[src/design/utf8_ansi_text_translator_macros.svh]
// Assertion macros used by the translator controller.
// Depends on nothing; included by the files that hold assertions.
`ifndef UTF8_ANSI_TEXT_TRANSLATOR_MACROS_SVH
`define UTF8_ANSI_TEXT_TRANSLATOR_MACROS_SVH

// Implication checked on every clock edge outside reset.
`define UAT_ASSERT_IMPL(label, clk, rst, ante, cons, msg) \
   label: assert property (@(posedge clk) disable iff (rst) (ante) |-> (cons)) \
      else $error(msg);

// Next-cycle implication checked outside reset.
`define UAT_ASSERT_NEXT(label, clk, rst, ante, cons, msg) \
   label: assert property (@(posedge clk) disable iff (rst) (ante) |=> (cons)) \
      else $error(msg);

`endif

[src/design/uat_pkg.sv]
// Types and constants for the UTF-8 / ANSI text translator.
// Depends on nothing; imported by all translator modules.
package uat_pkg;

   localparam logic [7:0] ESC_CHAR   = 8'h1b;
   localparam logic [7:0] CSI_CHAR   = 8'h5b;
   localparam logic [7:0] SEMI_CHAR  = 8'h3b;
   localparam logic [7:0] SGR_CHAR   = 8'h6d;
   localparam logic [7:0] ESC_ESC_CODE = 8'h03;
   localparam logic [7:0] COLOUR_RESET = 8'h80;

   localparam logic [1:0] LAYOUT_BLOCKS = 2'd1;
   localparam logic [1:0] LAYOUT_LATIN  = 2'd2;

   localparam logic [1:0] PHASE_NORMAL = 2'd0;
   localparam logic [1:0] PHASE_ESC    = 2'd1;
   localparam logic [1:0] PHASE_CSI    = 2'd2;

   // Controller to datapath.
   typedef struct packed {
      logic take_byte;  // process the input byte
      logic sgr_start;  // start applying arguments
      logic sgr_step;   // apply one argument
   } cmd_type;

   // Datapath to controller.
   typedef struct packed {
      logic emit;       // the byte produced a character
      logic sgr_begin;  // the byte was an 'm' ending a CSI sequence
      logic sgr_last;   // the current argument is the last one
   } status_type;

   function automatic logic [2:0] colour_map(input logic bold, input logic [2:0] idx);
      logic [2:0] c;
      case (idx)
         3'd0: c = 3'd0;
         3'd1: c = 3'd3;
         3'd2: c = 3'd0;
         3'd3: c = bold ? 3'd1 : 3'd7;
         3'd4: c = 3'd2;
         3'd5: c = 3'd6;
         3'd6: c = 3'd5;
         default: c = 3'd4;
      endcase
      return c;
   endfunction

   function automatic logic [3:0] quad_bits(input logic [3:0] idx);
      logic [3:0] q;
      case (idx)
         4'd0: q = 4'd2;
         4'd1: q = 4'd1;
         4'd2: q = 4'd8;
         4'd3: q = 4'd11;
         4'd4: q = 4'd9;
         4'd5: q = 4'd14;
         4'd6: q = 4'd13;
         4'd7: q = 4'd4;
         4'd8: q = 4'd6;
         default: q = 4'd7;
      endcase
      return q;
   endfunction

   function automatic logic [7:0] map_latin(input logic [20:0] u);
      logic [7:0] r;
      r = u[7:0];
      case (u)
         21'h5b: r = 8'h00;
         21'h5d: r = 8'h01;
         21'h5c: r = 8'h0b;
         21'ha1: r = 8'h5b;
         21'ha7: r = 8'h13;
         21'hba: r = 8'h14;
         21'hbf: r = 8'h5d;
         21'hc0, 21'he0: r = 8'h1b;
         21'hc1, 21'he1: r = 8'h16;
         21'hc2, 21'he2: r = 8'h0e;
         21'hc3, 21'he3: r = 8'h0a;
         21'hc4, 21'he4: r = 8'h05;
         21'hc7, 21'he7: r = 8'h7d;
         21'hc8, 21'he8: r = 8'h1c;
         21'hc9, 21'he9: r = 8'h17;
         21'hca, 21'hea: r = 8'h0f;
         21'hcb, 21'heb: r = 8'h06;
         21'hcc, 21'hec: r = 8'h1d;
         21'hcd, 21'hed: r = 8'h18;
         21'hce, 21'hee: r = 8'h10;
         21'hcf, 21'hef: r = 8'h09;
         21'hd1: r = 8'h5c;
         21'hd2, 21'hf2: r = 8'h1e;
         21'hd3, 21'hf3: r = 8'h19;
         21'hd4, 21'hf4: r = 8'h11;
         21'hd6, 21'hf6: r = 8'h07;
         21'hd9, 21'hf9: r = 8'h1f;
         21'hda, 21'hfa: r = 8'h1a;
         21'hdb, 21'hfb: r = 8'h12;
         21'hdc: r = 8'h7f;
         21'hdf: r = 8'h02;
         21'hf1: r = 8'h7c;
         21'hfc: r = 8'h7b;
         21'h391, 21'h3b1: r = 8'h04;
         21'h392, 21'h3b2: r = 8'h02;
         default: r = u[7:0];
      endcase
      return r;
   endfunction

endpackage

[src/design/uat_ctrl.sv]
// Controller for the translator: accepts bytes, sequences SGR application,
// and holds the output register. Depends on uat_pkg.
`include "utf8_ansi_text_translator_macros.svh"

module uat_ctrl
   import uat_pkg::*;
(
   input  logic       clock,
   input  logic       reset,
   input  logic       req_tvalid,
   output logic       req_tready,
   output logic       rsp_tvalid,
   input  logic       rsp_tready,
   input  logic [7:0] char_in,
   output logic [7:0] rsp_tdata,
   output cmd_type    cmd,
   input  status_type status
);

   typedef enum logic [1:0] {
      ST_RUN = 2'b01,
      ST_SGR = 2'b10
   } state_type;

   state_type  state_ff, state_in;
   logic       valid_ff, valid_in;
   logic [7:0] data_ff, data_in;
   logic       accept;

   // A byte is taken outside the SGR walk when the output slot is free or being drained.
   assign req_tready = (state_ff == ST_RUN) && (!valid_ff || rsp_tready);
   assign accept     = req_tvalid && req_tready;

   always_comb begin
      cmd.take_byte = accept;
      cmd.sgr_start = accept && status.sgr_begin;
      cmd.sgr_step  = (state_ff == ST_SGR);
   end

   always_comb begin
      state_in = state_ff;
      unique case (state_ff)
         ST_RUN: begin
            if (accept && status.sgr_begin) begin
               state_in = ST_SGR;
            end
         end
         ST_SGR: begin
            if (status.sgr_last) begin
               state_in = ST_RUN;
            end
         end
         default: state_in = ST_RUN;
      endcase
   end

   always_comb begin
      valid_in = valid_ff;
      data_in  = data_ff;
      if (valid_ff && rsp_tready) begin
         valid_in = 1'b0;
      end
      if (accept && status.emit) begin
         valid_in = 1'b1;
         data_in  = char_in;
      end
   end

   always_ff @(posedge clock) begin
      if (reset) begin
         state_ff <= ST_RUN;
         valid_ff <= 1'b0;
      end else begin
         state_ff <= state_in;
         valid_ff <= valid_in;
      end
      data_ff <= data_in;
   end

   assign rsp_tvalid = valid_ff;
   assign rsp_tdata  = data_ff;

   `UAT_ASSERT_IMPL(a_no_take_in_sgr, clock, reset, state_ff == ST_SGR, !req_tready, "byte taken during SGR")
   `UAT_ASSERT_NEXT(a_sgr_entry, clock, reset, accept && status.sgr_begin, state_ff == ST_SGR, "SGR not entered")
   `UAT_ASSERT_NEXT(a_hold_out, clock, reset, valid_ff && !rsp_tready, valid_ff && $stable(data_ff), "result lost")

endmodule

[src/design/uat_datapath.sv]
// Datapath: UTF-8 decode, escape parser, SGR argument store and attribute
// registers, character translation. Depends on uat_pkg.
module uat_datapath
   import uat_pkg::*;
#(
   parameter int MAX_ARGS = 8
) (
   input  logic       clock,
   input  logic       reset,
   input  logic [1:0] layout,
   input  logic [7:0] req_byte,
   input  cmd_type    cmd,
   output status_type status,
   output logic [7:0] char_out
);

   localparam int IW = (MAX_ARGS > 1) ? $clog2(MAX_ARGS) : 1;
   localparam logic [IW-1:0] LAST_IDX = IW'(MAX_ARGS - 1);

   logic [1:0]  phase_ff, phase_in;
   logic [1:0]  remain_ff, remain_in;
   logic [20:0] accum_ff, accum_in;
   logic [IW-1:0] idx_ff, idx_in;
   logic [7:0]  args_ff [MAX_ARGS];
   logic        arg_we;
   logic [IW-1:0] arg_wa;
   logic [7:0]  arg_wd;
   logic [IW-1:0] sidx_ff, sidx_in;
   logic        bold_ff, bold_in;
   logic        six_ff, six_in;
   logic [7:0]  c4_ff, c4_in;
   logic [7:0]  c6_ff, c6_in;

   // Decode stage for one raw byte (the reprocess path decodes re_byte on its own).
   logic [20:0] u1;
   logic [1:0]  rem1;
   logic        drop1;
   logic [20:0] u2;
   logic        drop2;
   logic [7:0]  re_byte;
   logic        reproc;
   logic [20:0] uf;
   logic        ufvalid;
   logic [7:0]  mapped;
   logic        emit;
   logic [7:0]  code;
   logic        sgr_begin;
   logic [11:0] digit_v;
   logic [7:0]  cur_arg;

   function automatic logic [5:0] sext_rev(input logic [5:0] n);
      logic [5:0] r;
      for (int i = 0; i < 6; i++) r[5-i] = n[i];
      return r;
   endfunction

   always_comb begin
      u1 = '0; rem1 = 2'd0; drop1 = 1'b0;
      if (remain_ff != 2'd0 && req_byte[7:6] == 2'b10) begin
         u1 = {accum_ff[14:0], req_byte[5:0]};
         rem1 = remain_ff - 2'd1;
      end else if (req_byte[7:3] == 5'b11110) begin
         rem1 = 2'd3; u1 = {18'd0, req_byte[2:0]};
      end else if (req_byte[7:4] == 4'b1110) begin
         rem1 = 2'd2; u1 = {17'd0, req_byte[3:0]};
      end else if (req_byte[7:5] == 3'b110) begin
         rem1 = 2'd1; u1 = {16'd0, req_byte[4:0]};
      end else begin
         drop1 = req_byte[7];
         u1 = {13'd0, req_byte};
      end
   end

   // Second pass after an ESC: the utf8 state is idle, so the byte is
   // either ASCII, a lead byte starting a sequence, or dropped.
   assign re_byte = u1[7:0];
   always_comb begin
      u2 = {13'd0, re_byte};
      drop2 = re_byte[7];
   end

   always_comb begin
      phase_in = phase_ff; remain_in = remain_ff; accum_in = accum_ff;
      idx_in = idx_ff; arg_we = 1'b0; arg_wa = idx_ff; arg_wd = '0;
      emit = 1'b0; code = '0; sgr_begin = 1'b0; reproc = 1'b0;
      uf = u1; ufvalid = 1'b0; digit_v = '0;
      cur_arg = args_ff[idx_ff];
      if (cmd.take_byte) begin
         remain_in = rem1;
         if (rem1 != 2'd0) begin
            accum_in = u1;
         end else if (!drop1) begin
            if (phase_ff == PHASE_ESC) begin
               if (u1 == 21'(CSI_CHAR)) begin
                  phase_in = PHASE_CSI;
                  idx_in = '0; arg_we = 1'b1; arg_wa = '0; arg_wd = '0;
               end else begin
                  phase_in = PHASE_NORMAL;
                  if (u1 == 21'(ESC_CHAR)) begin
                     emit = 1'b1; code = ESC_ESC_CODE;
                  end else begin
                     reproc = 1'b1;
                  end
               end
            end else if (phase_ff == PHASE_CSI) begin
               if (u1 >= 21'h30 && u1 <= 21'h39) begin
                  digit_v = 12'(cur_arg) * 12'd10 + 12'(u1[3:0]);
                  arg_we = 1'b1; arg_wa = idx_ff;
                  arg_wd = (digit_v > 12'd255) ? 8'hff : digit_v[7:0];
               end else if (u1 == 21'(SEMI_CHAR)) begin
                  idx_in = (idx_ff == LAST_IDX) ? LAST_IDX : idx_ff + IW'(1);
                  arg_we = 1'b1; arg_wa = idx_in; arg_wd = '0;
               end else begin
                  phase_in = PHASE_NORMAL;
                  sgr_begin = (u1 == 21'(SGR_CHAR));
               end
            end else if (u1 == 21'(ESC_CHAR)) begin
               phase_in = PHASE_ESC;
            end else begin
               ufvalid = 1'b1;
            end
         end
         if (reproc) begin
            // Reprocess the low byte as a fresh raw byte, phase now normal.
            if (re_byte[7:3] == 5'b11110) begin
               remain_in = 2'd3; accum_in = {18'd0, re_byte[2:0]};
            end else if (re_byte[7:4] == 4'b1110) begin
               remain_in = 2'd2; accum_in = {17'd0, re_byte[3:0]};
            end else if (re_byte[7:5] == 3'b110) begin
               remain_in = 2'd1; accum_in = {16'd0, re_byte[4:0]};
            end else if (!drop2) begin
               if (re_byte == ESC_CHAR) begin
                  phase_in = PHASE_ESC;
               end else begin
                  uf = u2; ufvalid = 1'b1;
               end
            end
         end
         if (ufvalid) begin
            emit = 1'b1; code = mapped;
         end
      end
   end

   // Character translation for the selected layout.
   always_comb begin
      logic [20:0] n;
      n = '0;
      mapped = uf[7:0];
      if (layout == LAYOUT_BLOCKS) begin
         if (uf == 21'h2580) mapped = c4_ff ^ 8'h0c;
         else if (uf == 21'h2584) mapped = c4_ff ^ 8'h03;
         else if (uf == 21'h2588) mapped = six_ff ? c6_ff ^ 8'h3f : c4_ff ^ 8'h0f;
         else if (uf == 21'h258c) mapped = six_ff ? c6_ff ^ 8'h2a : c4_ff ^ 8'h0a;
         else if (uf == 21'h2590) mapped = six_ff ? c6_ff ^ 8'h15 : c4_ff ^ 8'h05;
         else if (uf >= 21'h2591 && uf <= 21'h2593) mapped = six_ff ? c6_ff : c4_ff;
         else if (uf >= 21'h2596 && uf <= 21'h259f)
            mapped = c4_ff ^ {4'd0, quad_bits(4'(uf - 21'h2596))};
         else if (uf >= 21'h1fb00 && uf <= 21'h1fb3b) begin
            n = uf - 21'h1fb00 + 21'd1;
            if (n >= 21'd21) n = n + 21'd1;
            if (n >= 21'd42) n = n + 21'd1;
            mapped = c6_ff ^ {2'd0, sext_rev(n[5:0])};
         end
      end else if (layout == LAYOUT_LATIN) begin
         mapped = map_latin(uf);
      end
   end

   // SGR application: one stored argument per cycle.
   logic [7:0] a;
   logic [2:0] col;
   always_comb begin
      bold_in = bold_ff; six_in = six_ff; c4_in = c4_ff; c6_in = c6_ff;
      sidx_in = sidx_ff;
      a = args_ff[sidx_ff];
      col = colour_map(bold_ff, 3'(a - 8'd30));
      if (cmd.sgr_start) sidx_in = '0;
      if (cmd.sgr_step) begin
         sidx_in = sidx_ff + IW'(1);
         case (a)
            8'd0: begin
               bold_in = 1'b0; six_in = 1'b0; c4_in = COLOUR_RESET; c6_in = COLOUR_RESET;
            end
            8'd1:  bold_in = 1'b1;
            8'd4:  six_in = 1'b0;
            8'd6:  six_in = 1'b1;
            8'd7:  begin c4_in = c4_ff | 8'h0f; c6_in = c6_ff | 8'h3f; end
            8'd21: bold_in = 1'b0;
            8'd27: begin c4_in = c4_ff & 8'hf0; c6_in = c6_ff & 8'hc0; end
            8'd30, 8'd31, 8'd32, 8'd33, 8'd34, 8'd35, 8'd36, 8'd37: begin
               c4_in = {1'b1, col, c4_ff[3:0]};
               c6_in = {1'b1, col[0], c6_ff[5:0]};
            end
            default: ;
         endcase
      end
   end

   always_ff @(posedge clock) begin
      if (reset) begin
         phase_ff <= PHASE_NORMAL; remain_ff <= '0; accum_ff <= '0; idx_ff <= '0;
         sidx_ff <= '0; bold_ff <= 1'b0; six_ff <= 1'b0;
         c4_ff <= COLOUR_RESET; c6_ff <= COLOUR_RESET;
      end else begin
         phase_ff <= phase_in; remain_ff <= remain_in; accum_ff <= accum_in;
         idx_ff <= idx_in; sidx_ff <= sidx_in; bold_ff <= bold_in; six_ff <= six_in;
         c4_ff <= c4_in; c6_ff <= c6_in;
      end
   end

   always_ff @(posedge clock) begin
      if (arg_we) args_ff[arg_wa] <= arg_wd;
   end

   always_comb begin
      status.emit      = emit;
      status.sgr_begin = sgr_begin;
      status.sgr_last  = (sidx_ff == idx_ff);
   end
   assign char_out = code;

endmodule

[src/design/utf8_ansi_text_translator.sv]
// Top level of the UTF-8 / ANSI SGR text translator.
// Depends on uat_pkg, uat_ctrl and uat_datapath.
//
//   port group | dir | beat contents
//   req_       | in  | tdata[7:0] in_byte
//   rsp_       | out | tdata[7:0] char_code
//   csr_       | in  | wdata[1:0] layout_select
//
// An 'm' closing a CSI sequence starts the SGR sequencer, which walks the
// stored arguments (1 to MAX_ARGS) one entry a cycle; no byte is taken
// meanwhile. A result waits in the output register; the next byte is still
// taken when that register drains in the same cycle. Reset is synchronous,
// active high.
module utf8_ansi_text_translator
   import uat_pkg::*;
#(
   parameter int MAX_ARGS = 8
) (
   input  logic       clock,
   input  logic       reset,
   input  logic       req_tvalid,
   output logic       req_tready,
   input  logic [7:0] req_tdata,   // [7:0] in_byte
   output logic       rsp_tvalid,
   input  logic       rsp_tready,
   output logic [7:0] rsp_tdata,   // [7:0] char_code
   input  logic       csr_wen,
   input  logic [1:0] csr_wdata
);

   logic [1:0] layout_ff, layout_in;
   cmd_type    cmd;
   status_type status;
   logic [7:0] char_code;

   // The layout register; 3 behaves as no translation.
   assign layout_in = csr_wen ? csr_wdata : layout_ff;
   always_ff @(posedge clock) begin
      if (reset) begin
         layout_ff <= '0;
      end else begin
         layout_ff <= layout_in;
      end
   end

   uat_ctrl u_ctrl (
      .clock      (clock),
      .reset      (reset),
      .req_tvalid (req_tvalid),
      .req_tready (req_tready),
      .rsp_tvalid (rsp_tvalid),
      .rsp_tready (rsp_tready),
      .char_in    (char_code),
      .rsp_tdata  (rsp_tdata),
      .cmd        (cmd),
      .status     (status)
   );

   uat_datapath #(.MAX_ARGS(MAX_ARGS)) u_dp (
      .clock    (clock),
      .reset    (reset),
      .layout   (layout_ff),
      .req_byte (req_tdata),
      .cmd      (cmd),
      .status   (status),
      .char_out (char_code)
   );

endmodule

[config.mk]
export PLATFORM = sky130hd
export DESIGN_NAME = utf8_ansi_text_translator
export DESIGN_NICKNAME = d
export VERILOG_FILES = /design/src/design/uat_pkg.sv /design/src/design/uat_ctrl.sv /design/src/design/uat_datapath.sv /design/src/design/utf8_ansi_text_translator.sv
export VERILOG_INCLUDE_DIRS = /design/src /design/src/design
export SDC_FILE = /design/constraint.sdc
export NUM_CORES = 1
export LEC_CHECK = 0
export BUFFER_PORTS_ARGS = -buffer_cell sky130_fd_sc_hd__buf_2
export CAP_MARGIN = 0
export CORE_ASPECT_RATIO = 0.75
export CORE_UTILIZATION = 55
export CTS_CLUSTER_SIZE = 25
export DETAILED_ROUTE_END_ITERATION = 10
export GPL_ROUTABILITY_DRIVEN = 0
export PLACE_DENSITY = 0.74
export SKIP_LAST_GASP = 1
export SLEW_MARGIN = 10
export SYNTH_ARGS = -nofsm -noshare
export SYNTH_HDL_FRONTEND = slang
export SYNTH_SLANG_ARGS = --single-unit
[constraint.sdc]
create_clock -name clock -period 6.3 [get_ports clock]
set_input_delay 1.26 -clock clock [delete_from_list [all_inputs] [get_ports clock]]
set_output_delay 1.26 -clock clock [all_outputs]
set_load 0.02 [all_outputs]
======== Yosys cells after proc, flatten, opt, wreduce, memory -nomap -nowiden ========
Memory sizes are Yosys's and may differ from the RTL's. A register that Yosys moved wholly into a read port is not among the register bits.
Index checks and enable logic that the tools add are counted.
W data, S select, Z words.
cells by class
  shift-type cells ........................ 0
  multipliers ............................. 1
  equality and inequality tests ........... 105
  magnitude comparators ................... 11
  reduce and logical (&&, ||, !) cells .... 54
  bitwise logic cells ..................... 13
  div/mod/pow operators ................... 0
  muxes and demuxes ....................... 164
  $add $sub $neg .......................... 10
operator list
  operator                 number
  $eq A21 B8 Y1 const B    51
  $mux W21                 25
  $pmux W8 S34             1
  $mux W8                  27
  $eq A21 B14 Y1 const B   5
  $eq A21 B7 Y1 const B    5
  $eq A21 B10 Y1 const B   4
  $pmux W8 S4              2
  $mux W6                  10
  $reduce_or A2 Y1         25
  $eq A8 B6 Y1 const B     6
  $mux W1                  48
  $mux W2                  24
  $mux W3                  15
  $add A21 B1 Y21 const B  2
  $ge A21 B14 Y1 const B   2
  $ge A21 B6 Y1 const B    2
  $le A21 B14 Y1 const B   2
  $eq A8 B5 Y1 const B     5
  $mux W4                  8
  $eq A8 B3 Y1 const B     3
  $eq A21 B5 Y1 const B    1
  $eq A21 B6 Y1 const B    1
  $ge A21 B17 Y1 const B   1
  other kinds (45)         83
storage, ports and cells
  input bits .............................. 15
  word-level logic and storage cells ...... 375
  flip-flop bits (word level) ............. 62
  ROM bits ................................ 64
  memories kept ........................... 2
  bits in writable memories ............... 64
  latch bits .............................. 0
memory list
  name              depth  bits a word  read ports  clocked after memory_dff  write ports  line                RTL
  (name not given)  16     4            1           0                         0            uat_pkg.sv:50       case (idx)
  u_dp.args_ff      8      8            2           2                         1            uat_datapath.sv:24  logic [7:0] args_ff [MAX_ARGS];

======== Longest topological paths before layout ========
  depth in word-level cells ............... 49
  gate-level depth with buffers ........... 23
  gate-level depth less buffers ........... 20

======== Hierarchy ========
A second synthesis with hierarchy kept.
second synthesis, totals
  cell total of the unflattened synthesis .. 1139
  area total of the unflattened synthesis .. 9641.7 µm²
modules (own cells, without submodules)
  module                     area an instance (µm²)  times used  cells each  sequential area each (µm²)
  uat_datapath               9157.5                  1           1106        2622.5
  uat_ctrl                   416.6                   1           27          300.3
  utf8_ansi_text_translator  67.6                    1           6           40.0

======== Least setup slack after synthesis ========
OpenSTA, ideal clock, no wires.
  path kind ............................... input-to-reg
  start ................................... input port req_tdata[0]
  end ..................................... register u_ctrl.data_ff[5] (netlist: u_ctrl.rsp_tdata[5]) (data pin)
  arrival time ............................ 6182 ps
  path slack .............................. -144 ps
  buffers on the path ..................... 3
  library setup time ...................... 262 ps
  stages on the path ...................... 23
  cell sequence ........................... clkbuf_1 inv_1 ha_1 clkbuf_1 or3b_2 a32oi_1 a21oi_1 nor4_1 nand3_1 or4_4 or2_2 nand2_1 xor2_1 inv_1 ha_1 a311oi_1 mux2i_1 o211a_1 or4_4 buf_6 o311ai_2 a31o_1 a31oi_1
on the way
  longest elaborated chain between the ends .. 48
  elaborated cells on any way between the ends .. 165
ends and longest elaborated chain
  element               line                                     RTL
  start, declared       utf8_ansi_text_translator.sv:23          input logic [7:0] req_tdata,
  $mux W8               uat_datapath.sv:66                       end else if (req_byte[7:5] == 3'b110) begin
  $mux W21              uat_datapath.sv:64                       end else if (req_byte[7:4] == 4'b1110) begin
  $mux W21              uat_datapath.sv:62                       end else if (req_byte[7:3] == 5'b11110) begin
  $mux W21 (*)          uat_datapath.sv:59                       if (remain_ff != 2'd0 && req_byte[7:6] == 2'b10) begin
  $eq A21 B5 Y1         uat_datapath.sv:99, uat_datapath.sv:117
  $mux W1               uat_datapath.sv:99, uat_datapath.sv:117
  $mux W1               uat_datapath.sv:94                       if (u1 == 21'(CSI_CHAR)) begin
  $mux W1               uat_datapath.sv:93                       if (phase_ff == PHASE_ESC) begin
  [... 32 more ...]     --
  $mux W8               uat_datapath.sv:156                      else if (uf >= 21'h2591 && uf <= 21'h2593) mapped = six_ff ? c6_ff : c4_ff;
  $mux W8               uat_datapath.sv:155                      else if (uf == 21'h2590) mapped = six_ff ? c6_ff ^ 8'h15 : c4_ff ^ 8'h05;
  $mux W8               uat_datapath.sv:154                      else if (uf == 21'h258c) mapped = six_ff ? c6_ff ^ 8'h2a : c4_ff ^ 8'h0a;
  $mux W8               uat_datapath.sv:153                      else if (uf == 21'h2588) mapped = six_ff ? c6_ff ^ 8'h3f : c4_ff ^ 8'h0f;
  $mux W8               uat_datapath.sv:152                      else if (uf == 21'h2584) mapped = c4_ff ^ 8'h03;
  $mux W8               uat_datapath.sv:151                      if (uf == 21'h2580) mapped = c4_ff ^ 8'h0c;
  $mux W8               uat_datapath.sv:150                      if (layout == LAYOUT_BLOCKS) begin
  $mux W8 (*)           uat_datapath.sv:139                      if (ufvalid) begin
  end signal, assigned  uat_ctrl.sv:77                           data_ff <= data_in;
  end, declared         uat_ctrl.sv:27                           logic [7:0] data_ff, data_in;
Every way passes the cells marked *; elsewhere a longest branch is shown, timed or not. The select of a mux whose other input is x is not followed.
A chain may end at the register's enable or synchronous reset.

======== Worst setup path after layout ========
  start ................................... input port req_tdata[2]
  end ..................................... register u_ctrl.data_ff[5] (netlist: u_ctrl.rsp_tdata[5]) (data pin)
The elaborated chain is that of the path after synthesis.

==> flow_metrics.env <==
export IMPL_outcome="finished, final reports clean"
export IMPL_avgSynthCellArea_sq_um=8.60
export IMPL_n_antenna_cell=0
export IMPL_worstHoldPathCells=2
export IMPL_floorplan_die_width_um=157
export IMPL_timing_final_crit_share_pct=94.1
export IMPL_ir_drop_worst_vdd_mv=0.131
export IMPL_synth_area_sq_um=9880
export IMPL_fmax_ghz=0.169
export IMPL_wl_mm=31.3
export IMPL_mappedNetlistNets=1196
export IMPL_number_of_violations_reported_at_the_end_of_detailed_routing_iteration_0=1711
export IMPL_initial_core_util_pct=56.1
export IMPL_power_density_of_the_placed_cells_nw_per_um2=158
export IMPL_hpwlAfterDp_mm=23.5
export IMPL_setup_violations=0
export IMPL_final_hold_violation_count=0
export IMPL_cts_repair_timing_setup_buffer_count=0
export IMPL_detail_route_first_pass_iterations=6
export IMPL_floorplan_rows=42
export IMPL_htreeDepth=3
export IMPL_io_port_bufs=24
export IMPL_clock_tree_from_tritoncts="yes"
export IMPL_fin_tns_setup_ps=0
export IMPL_drc_errors=0
export IMPL_type_of_the_tightest_min_delay_check="flop to flop"
export IMPL_timing_worst_slew_pin_value_ps=1110
export IMPL_groute_layer_met1_usage_pct=52.5
export IMPL_postCtsHoldBufs=0
export IMPL_synth_edf_count=72
export IMPL_vias=9841
export IMPL_power_combinational_fraction_pct=18.7
export IMPL_synth_lib_cells_used_distinct=99
export IMPL_cts_sinks=112
export IMPL_insertion_delay_ps=370
export IMPL_grt_pass1_wl_mm=49.5
export IMPL_drt_antenna_violating_nets=0
export IMPL_worstRegToRegCells=20
export IMPL_antenna_found_initial=0
export IMPL_synth_seq_area_share_pct=30.0
export IMPL_nNetsFinal=1227
export IMPL_synth_seq_cells=112
export IMPL_cts_root_buffer="clkbuf_16"
export IMPL_route_detailed_vias_per_inst=6.90
export IMPL_path_cells="buf_2 > ha_1 > and2_1 > o2111ai_4 > a2111oi_4 > xnor2_1 > or3_1 > or4_4 > or2_2 > nand2_1 > xor2_1 > inv_1 > ha_1 > a311oi_1 > mux2i_1 > o211a_1 > or4_4 > o311ai_2 > a31o_1 > a31oi_1"
export IMPL_post_route_cell_area_sq_um=10900
export IMPL_grt_setup_unrepaired="no"
export IMPL_crit_required_ps=6410
export IMPL_power_internal_mw=1.18
export IMPL_worst_r2r_setup_slack_ps=670
export IMPL_cts_resized_gates=0
export IMPL_cp_end_kind="flop"
export IMPL_synthesis_instances=1149
export IMPL_critical_path_slowest_cell="or4_4"
export IMPL_critical_path_max_stage_delay_ps=570
export IMPL_worst_setup_hold_path_clk_slew_ps=80
export IMPL_seq_power_share_pct=46.4
export IMPL_io_pins=25
export IMPL_ys_async_sr_fraction_pct=0
export IMPL_post_dp_cell_area_sq_um=10500
export IMPL_final_period_demand_of_the_worst_path_ps=5930
export IMPL_p_sw_uw=533
export IMPL_p_leak_nw=3.82
export IMPL_die_height_um=118
export IMPL_grt_max_degree=37
export IMPL_maxCapViolations=0
export IMPL_die_area_sq_um=18500
export IMPL_critPathKind="input port to flop"
export IMPL_r2r_start="u_dp.remain_ff[0]"
export IMPL_max_slew_margin_rel_pct=25.3
export IMPL_crit_reg2reg_capture="u_ctrl.rsp_tdata[5]"
export IMPL_power_switching_fraction_pct=31.1
export IMPL_synth_top_flop_cell="edfxtp_1"
export IMPL_layout_drive_gt1_share_pct=15.8
export IMPL_globalRouteMet2Util_pct=46.4
export IMPL_maxSlewViolCount=0
export IMPL_synthesis_yosys_warnings=0
export IMPL_first_global_vias=8911
export IMPL_worst_setup_path_start_kind="input port"
export IMPL_arrival_ps=6040
export IMPL_worst_clock_skew_ps=13.1
export IMPL_power_frac_clock_pct=34.9
export IMPL_floorplan_core_area_sq_um=17600
export IMPL_cts_buffers_inserted=9
export IMPL_timing_critical_path_fanout_max=12
export IMPL_ctsLongestPathBuffers=2
export IMPL_grt_use_total_pct=34.6
export IMPL_hold_path_startpoint="u_dp.c6_ff[7]"
export IMPL_hold_path_endpoint="u_dp.c6_ff[7]"
export IMPL_grt_util_met3_pct=11.6
export IMPL_drt_wirelength_per_cell_um=21.9
export IMPL_grt_busiest_layer="met1"
export IMPL_globalRoute_totalOverflow=0
export IMPL_area_growth_syn_to_layout_pct=9.93
## cell usage after synthesis, types with 6 or more instances
library cell,count,area (sq um)
nand2_1,115,432
nor2_1,107,402
a21oi_1,78,390
edfxtp_1,72,2160
o21ai_0,65,325
clkbuf_1,53,199
nand3_1,41,205
dfxtp_1,40,801
xnor2_1,38,333
nor3_1,37,185
ha_1,30,375
mux4_2,29,653
inv_1,28,105
nand4_1,25,156
and3_1,21,131
mux2i_1,18,180
a211oi_1,17,128
a31oi_1,17,106
nor2b_1,17,106
o211ai_1,17,128
nand2b_1,15,93.8
and2_1,14,87.6
nor4_1,13,81.3
a21o_1,12,90.1
mux2_2,12,135
buf_2,11,55.1
or3_1,11,68.8
buf_1,10,37.5
a32oi_1,9,78.8
xor2_1,9,78.8
a22oi_1,8,60.1
o22ai_1,8,50.1
a21boi_0,6,45.0
nand3b_1,6,45.0
## layer usage
metal	vias up	wire length [um]
li1	4451	-
met1	4592	13600
met2	697	12400
met3	101	4280
met4	0	962
met5	-	0
## per-stage QoR
step	util, %	hold slack (ps)	setup WS (ps)	std cells	power [mW]
finish	61.7	463	372	1427	1.72
global route	61.7	507	128	1427	1.77
CTS	61.7	464	425	1427	1.71
detailed placement	59.9	444	75.9	1411	1.12
global placement	59.9	438	132	1411	1.12
floorplan	-	420	1.75	1149	1.02
## worst max-delay path: cells and delay by family
family | cells | cell delay [ps]
AND/OR/NAND/NOR | 6 | 2150
buffers and inverters | 2 | 250
XOR/XNOR | 2 | 350
multiplexers | 1 | 110
adder cells (fa/ha/maj) | 2 | 420
AO/OA/AOI/OAI | 7 | 1510
## final cells by class
| class | count | area (sq um) |
|---|---|---|
| fillers | 1486 | 6740 |
| multi-input cells | 928 | 6480 |
| flip-flops and latches | 112 | 2960 |
| repair buffers | 100 | 691 |
| well taps | 242 | 303 |
| clock buffers | 9 | 225 |
| inverters | 29 | 109 |
| clock inverters | 7 | 92.6 |
## cell usage in the layout, fill, tap and decap left out, drive strengths merged, types with 18 or more instances in the layout
cell / Yosys / layout
inv: 29 / 32
ha: 30 / 30
mux2i: 18 / 18
o21ai: 70 / 70
dfxtp: 40 / 40
buf: 27 / 100
mux4: 29 / 29
nand3: 41 / 41
nand4: 26 / 26
and3: 21 / 21
a21oi: 79 / 79
nor2: 107 / 107
edfxtp: 72 / 72
nand2: 115 / 115
nor3: 37 / 37
xnor2: 38 / 38
a211oi: 18 / 18
## cells by family (layout without fill, tap and decap cells)
| kind of cell | Yosys count | in the layout | synth area share, % |
|---|---|---|---|
| and+or+nand+nor | 472 | 472 | 25.1 |
| xor gates and xnor gates | 48 | 48 | 4.39 |
| muxes | 59 | 59 | 9.80 |
| AOI/OAI and AO/OA | 317 | 317 | 22.0 |
| DFF | 112 | 112 | 30.0 |
| buffers and inverters | 109 | 145 | 4.58 |
| adders and majority gates | 32 | 32 | 4.20 |
## flip-flops by register name, indices dropped and copies added (netlist names), named ones only
register           cells
u_dp.six_ff            1
u_ctrl.rsp_tdata       8
u_dp.bold_ff           1
u_dp.sidx_ff           3
u_dp.c4_ff             2
u_dp.idx_ff            3
u_dp.args_ff          64
layout_ff              2
u_dp.c6_ff             3
u_ctrl.rsp_tvalid      1
u_dp.remain_ff         2
u_dp.accum_ff         15
u_ctrl.state_ff        2
u_dp.phase_ff          2
## power by group through the flow
stage | Combinational (mW) | Sequential [mW] | Clock (mW)
after floorplan | 0.207 | 0.810 | 0
after global placement | 0.303 | 0.813 | 0
after detailed placement | 0.305 | 0.813 | 0
after CTS | 0.308 | 0.797 | 0.604
after global routing | 0.342 | 0.798 | 0.630
final | 0.320 | 0.797 | 0.599
## how the worst max path moves through the flow
| stage | start | end | slack [ps] | cells after the start |
|---|---|---|---|---|
| after floorplan | req_tdata[0] | u_ctrl.rsp_tdata[5] | 2 | 23 |
| after detailed placement | req_tdata[1] | u_ctrl.rsp_tdata[4] | 80 | 21 |
| final | req_tdata[2] | u_ctrl.rsp_tdata[5] | 370 | 20 |
| after CTS | req_tdata[1] | u_ctrl.rsp_tdata[5] | 420 | 21 |
| after global routing | req_tdata[0] | u_ctrl.rsp_tdata[4] | 130 | 21 |
| after global placement | req_tdata[1] | u_ctrl.rsp_tdata[4] | 130 | 21 |
No activity file was read; power rests on OpenSTA's default activity.
